[src/rtl/snie_pkg.sv]
// ---------------------------------------------------------------------------
// snie_pkg: shared types and constants for the snake internal energy core
// Payload structs, job descriptor, config register codes, back-end states.
// ---------------------------------------------------------------------------
`default_nettype none

package snie_pkg;

  // Field widths of the request and result
  localparam int unsigned COORD_IN_W  = 12;
  localparam int unsigned ENERGY_W    = 63;
  localparam int unsigned PERIM_W     = 29;
  localparam int unsigned CNT_OUT_W   = 9;
  localparam int unsigned WEIGHT_W    = 16;

  // Parameter defaults and limits
  localparam int unsigned MAX_POINTS_DEF = 256;
  localparam int unsigned COORD_BITS_DEF = 12;
  localparam int unsigned JOB_CNT_W      = 13;  // holds counts up to 8191

  // Configuration port
  localparam int unsigned CFG_IDX_W = 1;

  typedef enum logic [CFG_IDX_W-1:0] {
    CFG_CONT_WEIGHT = 1'b0,
    CFG_CURV_WEIGHT = 1'b1
  } cfg_idx_e;

  typedef struct packed {
    logic [COORD_IN_W-1:0] point_x;
    logic [COORD_IN_W-1:0] point_y;
    logic                  last_point;
  } req_t;

  typedef struct packed {
    logic [ENERGY_W-1:0]  energy;
    logic [PERIM_W-1:0]   perimeter;
    logic [CNT_OUT_W-1:0] point_count;
    logic                 overflow;
  } res_t;

  // One closed contour handed from front to back
  typedef struct packed {
    logic [JOB_CNT_W-1:0] count;
    logic                 dropped;
  } job_t;

  typedef enum logic [3:0] {
    S_IDLE,
    S_RD_PREV,
    S_RD_CUR,
    S_GET_CUR,
    S_GET_NEXT,
    S_SQ,
    S_ROOT_GO,
    S_ROOT,
    S_DEV,
    S_MUL,
    S_ACC,
    S_ISSUE,
    S_DIV,
    S_MAC,
    S_FIN
  } back_state_e;

endpackage

`default_nettype wire

[src/rtl/snie_jobq.sv]
// ---------------------------------------------------------------------------
// snie_jobq: two-entry job queue
// Decouples the point loader from the energy back end.
// ---------------------------------------------------------------------------
`default_nettype none

module snie_jobq (
  input  wire logic           clk_i,
  input  wire logic           rst_ni,
  input  wire logic           push_i,
  input  wire snie_pkg::job_t job_i,
  input  wire logic           pop_i,
  output logic                valid_o,
  output snie_pkg::job_t      job_o
);

  snie_pkg::job_t ent_q [2];
  logic       wp_q, rp_q;
  logic [1:0] cnt_q;

  assign valid_o = (cnt_q != 2'd0);
  assign job_o   = ent_q[rp_q];

  always_ff @(posedge clk_i) begin
    if (push_i) begin
      ent_q[wp_q] <= job_i;
    end
  end

  always_ff @(posedge clk_i or negedge rst_ni) begin
    if (!rst_ni) begin
      wp_q  <= 1'b0;
      rp_q  <= 1'b0;
      cnt_q <= 2'd0;
    end else begin
      if (push_i) wp_q <= ~wp_q;
      if (pop_i)  rp_q <= ~rp_q;
      cnt_q <= cnt_q + 2'(push_i) - 2'(pop_i);
    end
  end

endmodule

`default_nettype wire

[config.mk]
export PLATFORM = sky130hd
export DESIGN_NAME = snie_jobq
export DESIGN_NICKNAME = d
export VERILOG_FILES = /design/src/rtl/snie_pkg.sv /design/src/rtl/snie_jobq.sv
export SDC_FILE = /design/constraint.sdc
export NUM_CORES = 1
export LEC_CHECK = 0
export ABC_AREA = 1
export BUFFER_PORTS_ARGS = -buffer_cell sky130_fd_sc_hd__buf_2
export CAP_MARGIN = 40
export CELL_PAD_IN_SITES_DETAIL_PLACEMENT = 0
export CELL_PAD_IN_SITES_GLOBAL_PLACEMENT = 1
export CORE_MARGIN = 5
export CORE_UTILIZATION = 39
export CTS_BUF_LIST = sky130_fd_sc_hd__clkbuf_8 sky130_fd_sc_hd__clkbuf_16
export CTS_CLUSTER_DIAMETER = 60
export DETAILED_ROUTE_END_ITERATION = 8
export PLACE_DENSITY_LB_ADDON = 0.15
export SETUP_SLACK_MARGIN = 0.02
export SLEW_MARGIN = 40
export SYNTH_ARGS = -nofsm -noshare
export SYNTH_HDL_FRONTEND = slang
export SYNTH_SLANG_ARGS = --single-unit
export TNS_END_PERCENT = 20
[constraint.sdc]
create_clock -name clk_i -period 1.85 [get_ports clk_i]
set_input_delay 0.0925 -clock clk_i [delete_from_list [all_inputs] [get_ports clk_i]]
set_output_delay 0.0925 -clock clk_i [all_outputs]
set_load 0.02 [all_outputs]
==> flow_summary.ini <==
[outcome]
status = complete, no violations

[cts]
clockRootBuffer = clkbuf_8
cts.sinks = 32
cts_max_level = 2
clock_path_buffers = 2
cts.clk_slew.worst_paths_ps = 60
holdBufCountCts = 10
postCtsResizedCells = 0
insertion_delay_ps = 280
cts_made_buffers = 5
cts_tree = built
post_cts_buffers = 0

[yosys]
netlist_top_cells_count = edfxtp_1 (28), inv_1 (21), nand2_1 (21), o21ai_0 (12), dfrtp_1 (4)
ys.flop_type = edfxtp_1
yosys.area.top_type = edfxtp_1
synth_cells = 97
syn-num-nets = 117
ys_warn_count = 0
syn_area_um2 = 1260
synth.most_common_cell = edfxtp_1
yosys.cell_types.count = 13
synth_seq_area_share_pct = 74.8
synth_top_area_share_pct = 66.8
avgSynthCellArea_um2 = 13.0
synth_async_sr_flop_share_pct = 12.5
ys_top_cells_by_area = edfxtp_1 (67%), dfrtp_1 (8.0%), inv_1 (6.3%)
synth_seq_cells = 32
synth_edf_count = 28

[finish]
seqCellArea_um2 = 941
insertedDiodeCount = 0
nNetsFinal = 168
drive_gt1_share_pct = 29.5
n_fill_cell = 290
multiInputGateArea_um2 = 208
syn2layout_area_growth_pct = 34.2

[drt]
wl_met3_um = 156
drt-initial-drc-count = 29
drt_wl_total_um = 2060
drc = 0
wl_per_cell_um = 10.7
wl_met2_um = 1070
postRouteAntennaNets = 0
m1WireLength_um = 823
top_layer = met4
drtPass1Iterations = 3
via_per_inst = 4.16
vias = 803

[critical_path]
crit_chain = buf_4 -> o21ai_0 -> buf_2
cp-end-kind = output port
crit_type = reg2out
rrSetupSlack_ps = 610
worstReg2RegEnd = ent_q[1][10]$_DFFE_PP_
worst-endpoint-required_ps = 1760
worst-path-max-fanout = 15
crit_path_start = rp_q$_DFFE_PN0P_
cp_slowest_cell = dfrtp_1
cp.arrival_ps = 1250
worst-r2r-cell-count = 2
rr_startpoint = wp_q$_DFFE_PN0P_
slowest_delay_ps = 380
worstSetupStartpointType = flop

[global_routing]
grt_start_max_net_pins = 16
grt_pass1_vias = 777
grt_overflow_total = 0
track_usage_pct = 10.9
antenna_found_initial = 0
grt_pass1_wl_um = 3390

[timing]
min_period_ps = 1340
timing_hold_violations_final = 0
drv_slew = 0
setup-tns-final_ps = 0
skew_ps = 3.95
fmax_mhz = 745
fin_hold_ws_ps = 10.4
relSlewSlack_pct = 61.3
rsz0062_at_grt = no
tightest_slew_ps = 580
setup_viol = 0
fin_crit_sh_pct = 72.6

[power]
irDropWorstVdd_uv = 741
p_leak_nw = 0.766
powerDensity_nw_per_um2 = 1480

[die]
coreArea_um2 = 3080
start_util_pct = 40.9
die_w_um = 66.8
die_area_um2 = 4460
die_y_um = 66.8
io_pins = 33
placementRows = 20

[job]
drv_cap = 0

[worst_hold_path]
whs_endpoint = ent_q[1][6]$_DFFE_PP_
hold_class = in2reg
min_from = job_i[6]
hold_depth = 1

[place]
port_buffers = 32
dp.final_hpwl_um = 1450
gp_congestion = 0.588
==> layout by cell type, fill, tap and decap left out, drive strengths merged <==
master,synthesis,routed
bufinv,0,1
nand2,21,21
edfxtp,28,28
o21ai,14,14
buf,3,36
dlygate4sd3,0,11
clkbuf,0,5
nand3,1,1
clkinv,0,2
xor2,2,2
ha,2,2
inv,21,21
dfrtp,4,4
nor2,1,1
==> through the flow <==
stage	power, W	cell area [um^2]	worst slack, ps	util, %	instances
final	0.00250	1690	507	54.9	193
after detailed placement	0.00190	1470	593	47.8	174
after floorplan	0.00163	1260	444	-	97
after global placement	0.00187	1470	642	47.8	174
after CTS	0.00255	1680	484	54.6	192
after global routing	0.00267	1690	411	54.9	193
==> report_power, final <==
group	internal [W]	switching, W	total (W)
Combinational	0.000292	0.000565	0.000857
Sequential	0.000972	0.0000454	0.00102
Clock	0.000391	0.000234	0.000626
Total	0.00165	0.000845	0.00250
==> how the worst max path moves through the flow <==
stage,depth (start not counted),to,slack (ps)
5_1_grt,3,job_o[0],410
3_5_place_dp,2,ent_q[1][11]$_DFFE_PP_,590
6_report,3,job_o[1],510
3_3_place_gp,2,ent_q[1][9]$_DFFE_PP_,640
4_1_cts,3,job_o[1],480
2_1_floorplan,1,ent_q[0][0]$_DFFE_PP_,440
==> layer usage <==
metal / vias to the layer above / GRT usage, %
met5: - / 0
met1: 362 / 12.1
li1: 416 / -
met3: 2 / 5.06
met4: 0 / 3.81
met2: 23 / 18.2
==> critical path: cells and delay by family (launching register included) <==
kind	cells	cell delay (ps)
buffers and inverters	2	390
flip-flops	1	380
AO/OA/AOI/OAI	1	210
==> sequential cells by signal, summed over array words and instances, names as in the netlist <==
name,cells
cnt_q,2
wp_q,1
ent_q,28
rp_q,1
==> kinds of logic (layout without fill, tap and decap cells) <==
logic type	count (synthesis)	in the layout	synth area share [%]
buffers and inverters	24	76	8.75
and+or+nand+nor	23	23	6.96
adders and majority gates	2	2	1.99
DFF	32	32	74.8
xor gates and xnor gates	2	2	1.39
AOI/OAI and AO/OA	14	14	6.16
==> final cells by class <==
cell class	count	area share [%]
Timing Repair Buffer	47	17.8
Clock buffer	5	4.07
Sequential cell	32	55.7
Inverter	21	4.67
Multi-Input combinational cell	41	12.3
Tap cell	44	3.26
Clock inverter	3	2.22
No activity file was read; power rests on OpenSTA's default activity.
