$ cat src/rtl/snie_pkg.sv
// ---------------------------------------------------------------------------
// snie_pkg: shared types and constants for the snake internal energy core
// Payload structs, job descriptor, config register codes, back-end states.
// ---------------------------------------------------------------------------
`default_nettype none

package snie_pkg;

  // Field widths of the request and result
  localparam int unsigned COORD_IN_W  = 12;
  localparam int unsigned ENERGY_W    = 63;
  localparam int unsigned PERIM_W     = 29;
  localparam int unsigned CNT_OUT_W   = 9;
  localparam int unsigned WEIGHT_W    = 16;

  // Parameter defaults and limits
  localparam int unsigned MAX_POINTS_DEF = 256;
  localparam int unsigned COORD_BITS_DEF = 12;
  localparam int unsigned JOB_CNT_W      = 13;  // holds counts up to 8191

  // Configuration port
  localparam int unsigned CFG_IDX_W = 1;

  typedef enum logic [CFG_IDX_W-1:0] {
    CFG_CONT_WEIGHT = 1'b0,
    CFG_CURV_WEIGHT = 1'b1
  } cfg_idx_e;

  typedef struct packed {
    logic [COORD_IN_W-1:0] point_x;
    logic [COORD_IN_W-1:0] point_y;
    logic                  last_point;
  } req_t;

  typedef struct packed {
    logic [ENERGY_W-1:0]  energy;
    logic [PERIM_W-1:0]   perimeter;
    logic [CNT_OUT_W-1:0] point_count;
    logic                 overflow;
  } res_t;

  // One closed contour handed from front to back
  typedef struct packed {
    logic [JOB_CNT_W-1:0] count;
    logic                 dropped;
  } job_t;

  typedef enum logic [3:0] {
    S_IDLE,
    S_RD_PREV,
    S_RD_CUR,
    S_GET_CUR,
    S_GET_NEXT,
    S_SQ,
    S_ROOT_GO,
    S_ROOT,
    S_DEV,
    S_MUL,
    S_ACC,
    S_ISSUE,
    S_DIV,
    S_MAC,
    S_FIN
  } back_state_e;

endpackage

`default_nettype wire

$ cat src/rtl/snie_front.sv
// ---------------------------------------------------------------------------
// snie_front: point loader
// Writes accepted points into the store and closes a contour into a job.
// ---------------------------------------------------------------------------
`default_nettype none

module snie_front #(
  parameter int unsigned MAX_POINTS = snie_pkg::MAX_POINTS_DEF,
  parameter int unsigned COORD_BITS = snie_pkg::COORD_BITS_DEF,
  localparam int unsigned AW        = $clog2(MAX_POINTS),
  localparam int unsigned CW        = $clog2(MAX_POINTS + 1)
) (
  input  wire logic                  clk_i,
  input  wire logic                  rst_ni,
  input  wire logic                  accept_i,
  input  wire snie_pkg::req_t        req_i,
  output logic                       we_o,
  output logic [AW-1:0]              waddr_o,
  output logic [2*COORD_BITS-1:0]    wdata_o,
  output logic                       push_o,
  output snie_pkg::job_t             job_o
);

  logic [CW-1:0] count_q, count_d;
  logic          drop_q, drop_d;
  logic          full;
  logic [CW-1:0] n_closed;

  assign full = (count_q == CW'(MAX_POINTS));

  // store write
  assign we_o    = accept_i && !full;
  assign waddr_o = count_q[AW-1:0];
  assign wdata_o = {COORD_BITS'(req_i.point_x), COORD_BITS'(req_i.point_y)};

  // contour close
  assign n_closed      = full ? count_q : count_q + CW'(1);
  assign push_o        = accept_i && req_i.last_point;
  assign job_o.count   = snie_pkg::JOB_CNT_W'(n_closed);
  assign job_o.dropped = drop_q || full;

  always_comb begin
    count_d = count_q;
    drop_d  = drop_q;
    if (accept_i) begin
      if (req_i.last_point) begin
        count_d = '0;
        drop_d  = 1'b0;
      end else if (full) begin
        drop_d = 1'b1;
      end else begin
        count_d = count_q + CW'(1);
      end
    end
  end

  always_ff @(posedge clk_i or negedge rst_ni) begin
    if (!rst_ni) begin
      count_q <= '0;
      drop_q  <= 1'b0;
    end else begin
      count_q <= count_d;
      drop_q  <= drop_d;
    end
  end

endmodule

`default_nettype wire

$ cat config.mk
export PLATFORM = sky130hd
export DESIGN_NAME = snie_front
export DESIGN_NICKNAME = d
export VERILOG_FILES = /design/src/rtl/snie_pkg.sv /design/src/rtl/snie_front.sv
export SDC_FILE = /design/constraint.sdc
export NUM_CORES = 1
export LEC_CHECK = 0
export ABC_CLOCK_PERIOD_IN_PS = 1600
export BUFFER_PORTS_ARGS = -buffer_cell sky130_fd_sc_hd__buf_2
export CAP_MARGIN = 20
export CORE_ASPECT_RATIO = 1.5
export CORE_UTILIZATION = 36
export CTS_CLUSTER_SIZE = 30
export DETAILED_ROUTE_END_ITERATION = 6
export PLACE_DENSITY_LB_ADDON = 0.05
export REMOVE_ABC_BUFFERS = 1
export SYNTH_ARGS = -nofsm -noshare
export SYNTH_HDL_FRONTEND = slang
export SYNTH_SLANG_ARGS = --single-unit
export TNS_END_PERCENT = 100
$ cat constraint.sdc
create_clock -name clk_i -period 1.6 [get_ports clk_i]
set_clock_uncertainty 0.1 [all_clocks]
set_input_delay 0.08 -clock clk_i [delete_from_list [all_inputs] [get_ports clk_i]]
set_output_delay 0.08 -clock clk_i [all_outputs]
set_load 0.01 [all_outputs]
==> metrics.md, run 1 <==
| Metric | Value |
|---|---|
| Status | finished with violations |
| Failing checks | negative setup slack |
| CP Data Required Time | 1.42 ns |
| Ports | 76 |
| Final setup TNS | -1.07 ns |
| # clock sinks | 10 |
| Highest Signal Layer | met4 |
| Synth warn | 0 |
| Critical path's slowest cell | dfrtp_1 |
| Pwr Total | 753 uW |
| Largest family of logic cells by synthesized area | buffers and inverters |
| GR Util All Layers | 0.197 |
| Highest Clock Rate | 0.557 GHz |
| R2R cell count | 6 |
| Crit path kind | reg -> out |
| Port bufs | 23 |
| XOR/XNOR share of the synthesized area | 0.0627 |
| Antenna Violating Nets Remaining | 0 |
| Synth Flop Type | dfrtp_1 |
| Post-synth top cells | 36 x buf_4, 10 x dfrtp_1, 7 x nand2_1, 7 x xnor2_1, 6 x inv_1 |
| CP top delay family | flip-flops |
| Gr ovfl total | 0 |
| CTS tree | yes |
| HPWL after detailed placement | 2.17 mm |
| Worst reg2reg path startpoint | count_q[1] |
| Post-synth EDFFs | 0 |
| Number of global-route vias before repair | 760 |
| Final period utilization | 1.12 |
| Syn avg cell area | 8.74 sq um |
| H-tree levels | 1 |
| Antenna violations before repair | 0 |
| Final core utilization | 0.435 |
| RSZ-0062 raised after global routing | yes |
| Clock-pin transition on the worst setup and hold timing paths | 0.07 ns |
| Maxcap violations | 0 |
| Initial DRC count | 9 |
| Die Wd | 44.6 um |
| M1 WL | 1.08 mm |
| WP buf/inv | 2 |
| Post-Synth Adder-Cell Area | 0.0256 |
| Worst hold start | req_i[13] |
| Largest cells by area after synthesis | buf_4 28%, dfrtp_1 26%, xnor2_1 6.3% |
| Post-synthesis mux area share | 0.0153 |
| Dominant cell type by area after synthesis | buf_4 |
| Layout fillers | 261 |
| CP startpoint | count_q[1] |
| Wirelength per Cell | 17.0 um |
| CP arrival | 1.62 ns |
| Area Growth Syn to Fin | 11.3% |
| First-pass GRT wire length | 4.05 mm |
| CTS root buf | clkbuf_4 |
| Drt total wl | 2.68 mm |
| CP Capture Type | output port |
| Fin crit period | 1.80 ns |
| Latest clock arrival within the worst-skew pair | 0.27 ns |
| Core box area | 0.00250 sq mm |
| Max Transition Viols Final | 0 |
| Diode count | 0 |
| Largest net degree at the start of global routing | 11 |
| Hold crit path type | in -> out |
| Crit path launch type | flop |
| Synthesized flop and latch total | 10 |
| CP Max Fanout | 4 |
| Final WS setup | -0.197 ns |
| Final Setup Violations | 11 |
| Top-area cell type share of the netlist area | 0.276 |
| Fin. Hold Viols | 0 |
| Vias per cell | 5.03 |
| DP Cell Count | 147 |
| Layout cells sized above 1 | 0.471 |
| Unique masters post-synth | 31 |
| Num CTS Buffers | 3 |
| Number of cells on the critical path | 6 |
| Cells after Synth | 112 |
| Row count | 22 |
| Final net count | 152 |
| Detail Route met2 WL | 1.14 mm |
| Peak supply drop | 0.000509 V |
| Drt pass-1 iters | 4 |
| Die footprint | 0.00293 sq mm |
| Initial Utilization | 0.391 |
| Via count | 789 |
| Pwr per Cell Area | 691 mW/mm^2 |
| Pleak | 0.000564 uW |
| Crit path cell chain | inv_1 -> ha_1 -> and4bb_2 -> nand2_4 -> mux2_4 -> buf_6 |
| Die Y | 65.9 um |
| DRC viols | 0 |
| Top-count cell post-synth | buf_4 |
| Hold path cells | 0 |
| Detail Route met3 WL | 429 um |
| Synth async-reset ratio | 1.00 |
| Compound-cell area share of the yosys netlist | 0.141 |
| GPL Wtd Cong | 0.774 |
| CTS max path bufs | 2 |
| Cell area after synthesis | 978 sq um |
| Worst path max stage delay | 0.39 ns |
| Seq/Total Area, Yosys | 0.256 |
| Simple-gate area share of the yosys netlist | 0.182 |
| Post-Layout Cell Count | 157 |
## metal layers
layer,global-route usage,up-vias
met4,0.0909,0
met1,0.233,367
li1,-,366
met3,0.137,4
met5,0,-
met2,0.267,52
## per-stage QoR
stage | hold WS [ns] | instance area [sq um] | setup WS [ns]
3_5_place_dp | -0.134 | 955 | 0.0373
6_report | 0.0601 | 1090 | -0.197
3_3_place_gp | -0.132 | 955 | 0.0486
2_1_floorplan | -0.316 | 704 | -0.0853
5_1_grt | 0.0601 | 1090 | -0.288
4_1_cts | 0.0602 | 1070 | -0.202
## state kept, by name, indices dropped and copies added (netlist names)
register,flops
drop_q,1
count_q,9
## worst reg2reg max path: stages, from the launching register on
cell and delay [ns]:
dfrtp_1 0.37, inv_1 0.05, ha_1 0.17, and4bb_2 0.25, buf_4 0.15, a31o_2 0.23
a22o_1 0.23
## final cells by class
| cell class | count | area [sq um] | share of cell area |
|---|---|---|---|
| sequential | 10 | 250 | 0.230 |
| timing repair buffer | 41 | 263 | 0.241 |
| tap | 36 | 45.0 | 0.0414 |
| multi-input combinational | 60 | 472 | 0.433 |
| clock buffer | 4 | 36.3 | 0.0333 |
| inverter | 6 | 22.5 | 0.0207 |
## report_power, final
group	switching, uW	leakage (uW)	internal (uW)	total, uW
Combinational	124	0.000407	114	238
Sequential	10.6	0.000137	265	276
Clock	100	0.0000210	138	238
Total	235	0.000564	518	753
## cell families after synthesis
kind of cell,after synthesis
AOI/OAI and AO/OA,18
and+or+nand+nor,28
xor gates and xnor gates,7
muxes,1
other,1
DFF,10
buffers and inverters,45
adders and majority gates,2
## placed cells by master (no fill, tap or decap), drive strengths merged, types with 3 or more instances in the layout
| cell | netlist | routed |
|---|---|---|
| xnor2 | 7 | 7 |
| nor2 | 4 | 4 |
| inv | 6 | 6 |
| nand3 | 3 | 3 |
| o31ai | 3 | 3 |
| buf | 39 | 40 |
| nand4 | 4 | 4 |
| dfrtp | 10 | 10 |
| nand2 | 8 | 8 |
| clkbuf | 0 | 4 |
| conb | 1 | 4 |
## path summary, 6_finish.rpt
path                       slack (ns)          end
min in group asynchronous        0.10       drop_q
max in group asynchronous        1.09   count_q[3]
min reg2reg                      0.42       drop_q
max reg2reg                     -0.06   count_q[0]
max                             -0.20     job_o[2]
min                              0.06  wdata_o[12]
## repair_timing
item,4_1_cts,5_1_grt
setup buffers,4,1
gates resized for setup,8,3
endpoints found under the setup margin,9,13
pin swaps,2,2
hold buffers,1,0
hold endpoints to repair,10,0
Power figures use the tool's default switching activity.
==> run 2, diff against run 1 <==
--- a/config.mk
+++ b/config.mk
@@ -5,11 +5,11 @@
 export SDC_FILE = /design/constraint.sdc
 export NUM_CORES = 1
 export LEC_CHECK = 0
-export ABC_CLOCK_PERIOD_IN_PS = 1600
+export ABC_CLOCK_PERIOD_IN_PS = 2100
 export BUFFER_PORTS_ARGS = -buffer_cell sky130_fd_sc_hd__buf_2
 export CAP_MARGIN = 20
 export CORE_ASPECT_RATIO = 1.5
-export CORE_UTILIZATION = 36
+export CORE_UTILIZATION = 42
 export CTS_CLUSTER_SIZE = 30
 export DETAILED_ROUTE_END_ITERATION = 6
 export PLACE_DENSITY_LB_ADDON = 0.05
==> constraint.sdc (replaced) <==
create_clock -name clk_i -period 2.1 [get_ports clk_i]
set_clock_uncertainty 0.1 [all_clocks]
set_input_delay 0.105 -clock clk_i [delete_from_list [all_inputs] [get_ports clk_i]]
set_output_delay 0.105 -clock clk_i [all_outputs]
set_load 0.01 [all_outputs]
==> run 2 against run 1 <==
  * Register-to-register slack gained 0.54 ns
  * Non-clock buffer count is 16 lower
  * Power fell by 35%
  * Combinational power fell by 47%
  * The run now ends clean
  * Critical path depth shrank 2
  * Largest power group unchanged
  * Global-route usage grew 0.61 points
  * Core utilization down 3.2 points
  * Critical endpoint unchanged
==> metrics.md, run 2 (synthesized netlist as in run 1, its figures left out) <==
| Metric | Value |
|---|---|
| Critical path's slowest cell | dfrtp_1 (unchanged) |
| CTS max path bufs | 2 (unchanged) |
| Regs by FF count | count_q x9, drop_q x1 (unchanged) |
| CP arrival | 1.80 ns (was 1.62 ns) |
| DRC viols | 0 (unchanged) |
| Pwr per Cell Area | 547 mW/mm^2 (was 691 mW/mm^2) |
| Clock Power Share | 0.284 (was 0.317) |
| Initial DRC count | 22 (was 9) |
| Final setup TNS | 0 ns (was -1.07 ns) |
| Row count | 21 (was 22) |
| # clock sinks | 10 (unchanged) |
| Die Wd | 41.4 um (was 44.6 um) |
| CTS root buf | clkbuf_4 (unchanged) |
| Via count | 745 (was 789) |
| GR Util All Layers | 0.203 (was 0.197) |
| Diode count | 0 (unchanged) |
| Gr ovfl total | 0 (unchanged) |
| Setup Buffers After CTS | 0 (was 4) |
| Drt pass-1 iters | 4 (unchanged) |
| Pleak | 0.000457 uW (was 0.000564 uW) |
| First-pass GRT wire length | 3.69 mm (was 4.05 mm) |
| Highest Clock Rate | 0.498 GHz |
| CP Data Required Time | 1.89 ns (was 1.42 ns) |
| Drt total wl | 2.52 mm (was 2.68 mm) |
| Die Y | 61.1 um (was 65.9 um) |
| WP buf/inv | 1 (was 2) |
| Number of global-route vias before repair | 665 (was 760) |
| Final Setup Violations | 0 (was 11) |
| Setup WS pre-CTS | 0.359 ns (was 0.0373 ns) |
| Largest net degree at the start of global routing | 12 (was 11) |
| Fin crit period | 2.01 ns |
| H-tree levels | 1 (unchanged) |
| Clock-pin transition on the worst setup and hold timing paths | 0.07 ns (about the same) |
| Sw frac | 0.334 (was 0.312) |
| GPL Wtd Cong | 0.792 (was 0.774) |
| Most frequent cells in the layout | 23 x buf_2, 9 x dfrtp_1, 7 x xnor2_1, 7 x nand2_1, 6 x inv_1 (was 22 x buf_2, 16 x buf_4, 10 x dfrtp_1) |
| Part of the power in registers | 0.458 (was 0.367) |
| Final period utilization | 0.956 |
| Layout cells sized above 1 | 0.346 (was 0.471) |
| Crit path launch type | flop (unchanged) |
| CP Max Fanout | 7 (was 4) |
| Status | finished clean (was finished with violations) |
| Antenna violations before repair | 0 (unchanged) |
| Die footprint | 0.00253 sq mm (was 0.00293 sq mm) |
| RSZ-0062 raised after global routing | no (was yes) |
| Final net count | 136 (was 152) |
| Port bufs | 23 (unchanged) |
| P_sw | 162 uW (was 235 uW) |
| CTS tree | yes (unchanged) |
| Initial Utilization | 0.443 (was 0.391) |
| Max Transition Viols Final | 0 (unchanged) |
| Peak supply drop | 0.000326 V (was 0.000509 V) |
| Final WS setup | 0.0916 ns (was -0.197 ns) |
| Core box area | 0.00221 sq mm (was 0.00250 sq mm) |
| Latest clock arrival within the worst-skew pair | 0.27 ns (about the same) |
| Worst path max stage delay | 0.49 ns (was 0.39 ns) |
| Crit path cell chain | nor4_4 -> nand2_2 -> mux2_4 -> buf_2 (was inv_1 -> ha_1 -> and4bb_2 -> nand2_4 -> mux2_4 -> buf_6) |
| Ports | 76 (unchanged) |
| Area Growth Syn to Fin | -9.08% (was 11.3%) |
| Antenna Violating Nets Remaining | 0 (unchanged) |
| Commonest non-fill, non-tap cell in the layout | buf_2 (unchanged) |
| HPWL after detailed placement | 1.96 mm (was 2.17 mm) |
| Crit path kind | reg -> out (unchanged) |
| Num CTS Buffers | 3 (unchanged) |
| Wirelength per Cell | 19.8 um (was 17.0 um) |
| Hold crit path type | in -> reg (was in -> out) |
| Maxcap violations | 0 (unchanged) |
| Biggest register | count_q (unchanged) |
| CP Capture Type | output port (unchanged) |
| Pint | 324 uW (was 518 uW) |
| CP top delay family | simple AND/OR/NAND/NOR gates (was flip-flops) |
| Largest register FFs | 9 (unchanged) |
| Fin. Hold Viols | 0 (unchanged) |
| Combinational Power Share | 0.257 (was 0.317) |
| Vias per cell | 5.87 (was 5.03) |
run 2: cell count changes in the layout (fill, tap and decap cells not counted), sizes merged:
cell / change
buf: -16
clkbuf: -1
run 2: final cells by class:
cell class,instances,area (sq um)
tap,23,28.8
clock buffer,3,22.5
multi-input combinational,60,432
fill,252,1320
sequential,10,251
inverter,6,22.5
timing repair buffer,25,133
run 2: per-stage QoR:
step / hold WS [ns] / instances / total power, uW / area, sq um / utilization
2_1_floorplan: -0.291 / 76 / 296 / 704 / -
3_3_place_gp: -0.109 / 123 / 349 / 856 / 0.388
3_5_place_dp: -0.106 / 123 / 350 / 856 / 0.388
4_1_cts: 0.0742 / 127 / 490 / 888 / 0.402
5_1_grt: 0.0881 / 127 / 515 / 890 / 0.403
6_report: 0.0855 / 127 / 487 / 890 / 0.403
run 2: final timing paths:
kind / start / end / slack [ns] / cells past startpoint
hold reg to reg: drop_q / drop_q / 0.41 / 2
min in group asynchronous: rst_ni / count_q[6] / 0.13 / 2
max in group asynchronous: rst_ni / count_q[1] / 1.55 / 2
setup reg to reg: count_q[1] / count_q[0] / 0.48 / 5
setup / recovery: count_q[4] / job_o[2] / 0.09 / 4
hold / removal: req_i[0] / count_q[5] / 0.09 / 2
run 2: timing repair:
item / in CTS / in global routing
endpoints found under the hold margin: 10 / 0
endpoints found under the setup margin: 0 / 1
gates resized for setup: 0 / 1
hold buffers: 1 / 0
run 2: worst reg2reg max path, stage by stage, from the launching register on:
cell and delay, ns:
dfrtp_2 0.45, inv_1 0.07, ha_1 0.17, and4bb_2 0.25, a31o_2 0.25, a22o_1 0.23
run 2: metal layers:
layer,vias to the layer above,track usage,share of wire
met4,0,0.0968,0.0083
li1,333,-,-
met5,-,0,0
met1,354,0.242,0.41
met2,56,0.279,0.43
met3,2,0.138,0.14
run 2: power groups by stage:
stage,clock (uW),sequential (uW),combinational (uW)
finish,138,223,125
global route,151,225,139
CTS,142,223,125
detailed placement,0,226,123
global placement,0,225,124
floorplan,0,230,66.9
==> run 3, diff against run 2 <==
--- a/config.mk
+++ b/config.mk
@@ -10,10 +10,10 @@
 export CAP_MARGIN = 20
 export CORE_ASPECT_RATIO = 1.5
 export CORE_UTILIZATION = 42
+export CTS_CLUSTER_DIAMETER = 60
 export CTS_CLUSTER_SIZE = 30
 export DETAILED_ROUTE_END_ITERATION = 6
 export PLACE_DENSITY_LB_ADDON = 0.05
-export REMOVE_ABC_BUFFERS = 1
 export SYNTH_ARGS = -nofsm -noshare
 export SYNTH_HDL_FRONTEND = slang
 export SYNTH_SLANG_ARGS = --single-unit
==> run 3 against run 2 <==
  * Cell count is 0.79% higher
  * Die area is the same
  * Wire length fell by 20%
  * Critical endpoint unchanged
  * Critical path type unchanged
  * Highest routed layer unchanged
  * Sequential share of layout area is 0.24 points lower
  * Largest power group unchanged
==> metrics.md, run 3 (synthesized netlist as in run 1, its figures left out) <==
| Metric | Value |
|---|---|
| Layout cells sized above 1 | 0.352 (was 0.346) |
| HPWL after detailed placement | 1.57 mm (was 1.96 mm) |
| CP Data Required Time | 1.89 ns (about the same) |
| GPL Wtd Cong | 0.699 (was 0.792) |
| Die Y | 61.1 um (unchanged) |
| Largest register FFs | 9 (unchanged) |
| Drt total wl | 2.01 mm (was 2.52 mm) |
| First-pass GRT wire length | 3.26 mm (was 3.69 mm) |
| Part of the power in registers | 0.469 (was 0.458) |
| Worst hold start | req_i[11] (was req_i[0]) |
| R2R cell count | 5 (unchanged) |
| Die footprint | 0.00253 sq mm (unchanged) |
| Vias per cell | 5.51 (was 5.87) |
| Combinational Power Share | 0.262 (was 0.257) |
| Fin. Hold Viols | 0 (unchanged) |
| CP startpoint | count_q[4] (unchanged) |
| GR Util All Layers | 0.169 (was 0.203) |
| Commonest non-fill, non-tap cell in the layout | buf_2 (unchanged) |
| H-tree levels | 1 (unchanged) |
| Fin crit period | 1.96 ns (was 2.01 ns) |
| CP Capture Type | output port (unchanged) |
| Post-Layout Cell Count | 128 (was 127) |
| Wirelength per Cell | 15.7 um (was 19.8 um) |
| Clock-pin transition on the worst setup and hold timing paths | 0.06 ns (was 0.07 ns) |
| Worst R2R Setup Slack | 0.47 ns (was 0.48 ns) |
| Via count | 705 (was 745) |
| Num CTS Buffers | 3 (unchanged) |
| Clock Power Share | 0.270 (was 0.284) |
| Biggest register | count_q (unchanged) |
| Pleak | 0.000462 uW (was 0.000457 uW) |
| Antenna violations before repair | 0 (unchanged) |
| RSZ-0062 raised after global routing | no (unchanged) |
| Peak supply drop | 0.000289 V (was 0.000326 V) |
| Critical path's slowest cell | dfrtp_1 (unchanged) |
| Initial DRC count | 13 (was 22) |
| Regs by FF count | count_q x9, drop_q x1 (unchanged) |
| Max Transition Viols Final | 0 (unchanged) |
| Hold path cells | 0 (was 2) |
| CP arrival | 1.76 ns (was 1.80 ns) |
| Initial Utilization | 0.443 (unchanged) |
| Highest Clock Rate | 0.510 GHz (was 0.498 GHz) |
| Diode count | 0 (unchanged) |
| DP Cell Count | 124 (was 123) |
| Ports | 76 (unchanged) |
| CP Max Fanout | 7 (unchanged) |
| Die Wd | 41.4 um (unchanged) |
| R2r endpoint | count_q[8] (was count_q[0]) |
| # clock sinks | 10 (unchanged) |
| Gr ovfl total | 0 (unchanged) |
| Pwr per Cell Area | 529 mW/mm^2 (was 547 mW/mm^2) |
| Number of global-route vias before repair | 678 (was 665) |
| Worst path max stage delay | 0.48 ns (was 0.49 ns) |
| Final net count | 137 (was 136) |
| Port bufs | 23 (unchanged) |
| Crit path cell chain | nor4_4 -> nand2_2 -> mux2_4 -> buf_2 (unchanged) |
| Antenna Violating Nets Remaining | 0 (unchanged) |
| Hold crit path type | in -> out (was in -> reg) |
| P_sw | 150 uW (was 162 uW) |
| Row count | 21 (unchanged) |
| Most frequent cells in the layout | 23 x buf_2, 9 x dfrtp_1, 7 x xnor2_1, 7 x nand2_1, 6 x inv_1 (unchanged) |
| Largest net degree at the start of global routing | 12 (unchanged) |
| Crit path launch type | flop (unchanged) |
| Latest clock arrival within the worst-skew pair | 0.26 ns (was 0.27 ns) |
| Pint | 324 uW (about the same) |
| Status | finished clean (unchanged) |
| Final setup TNS | 0 ns (unchanged) |
| Crit path kind | reg -> out (unchanged) |
| Final Setup Violations | 0 (unchanged) |
| DRC viols | 0 (unchanged) |
| Sw frac | 0.317 (was 0.334) |
| Hold EP | wdata_o[10] (was count_q[5]) |
| Core box area | 0.00221 sq mm (unchanged) |
| Worst reg2reg path startpoint | count_q[0] (was count_q[1]) |
| CTS root buf | clkbuf_4 (unchanged) |
| Area Growth Syn to Fin | -8.31% (was -9.08%) |
| Final period utilization | 0.934 (was 0.956) |
| CTS tree | yes (unchanged) |
| Maxcap violations | 0 (unchanged) |
| CTS max path bufs | 2 (unchanged) |
| Drt pass-1 iters | 4 (unchanged) |
[run 3: cell count changes in the layout (fill, tap and decap cells not counted)]
cell	delta
buf_4	+1
[run 3: what timing repair did]
| item | 4_1_cts | 5_1_grt |
|---|---|---|
| endpoints found under the setup margin | 0 | 1 |
| buffers inserted | 0 | 0 |
| hold endpoints to repair | 10 | 0 |
| hold buffers | 1 | 0 |
| gates resized for setup | 0 | 1 |
[run 3: how the worst max path moves through the flow]
stage / depth (start not counted) / end / slack, ns
2_1_floorplan: 5 / count_q[0] / 0.48
3_3_place_gp: 6 / job_o[2] / 0.40
3_5_place_dp: 6 / job_o[2] / 0.36
4_1_cts: 6 / job_o[2] / 0.07
5_1_grt: 4 / job_o[2] / 0.04
6_report: 4 / job_o[2] / 0.14
[run 3: cell type report]
cell class	count	area, sq um
sequential	10	251
timing repair buffer	26	140
clock buffer	3	22.5
multi-input combinational	60	432
tap	23	28.8
inverter	6	22.5
fill	242	1310
[run 3: power groups by stage]
stage | clock [uW] | combinational [uW] | sequential [uW]
after floorplan | 0 | 143 | 221
after global placement | 0 | 123 | 225
after detailed placement | 0 | 123 | 226
after CTS | 136 | 126 | 222
after global routing | 139 | 140 | 225
final | 128 | 124 | 222
[run 3: layer usage]
metal | wire length [um] | vias up | track usage | part of all wire
met1 | 829 | 337 | 0.195 | 0.41
met2 | 1030 | 25 | 0.297 | 0.51
li1 | - | 337 | - | -
met5 | 0 | - | 0 | 0
met4 | 37 | 0 | 0.106 | 0.018
met3 | 118 | 6 | 0.0264 | 0.059
[run 3: metrics by stage]
stage / hold WS (ns) / power (uW) / setup WS (ns) / util / cell area [sq um]
5_1_grt: 0.110 / 504 / 0.0429 / 0.406 / 897
3_5_place_dp: -0.112 / 349 / 0.358 / 0.391 / 863
6_report: 0.110 / 474 / 0.138 / 0.406 / 897
3_3_place_gp: -0.110 / 348 / 0.396 / 0.391 / 863
4_1_cts: 0.110 / 484 / 0.0653 / 0.406 / 896
2_1_floorplan: -0.291 / 364 / 0.478 / - / 990
[run 3: critical path, delay by kind of cell, from the launching register on]
kind                   cells  cell delay, ns
AND/OR/NAND/NOR            2            0.56
flip-flops                 1            0.48
multiplexers               1            0.32
buffers and inverters      1            0.14
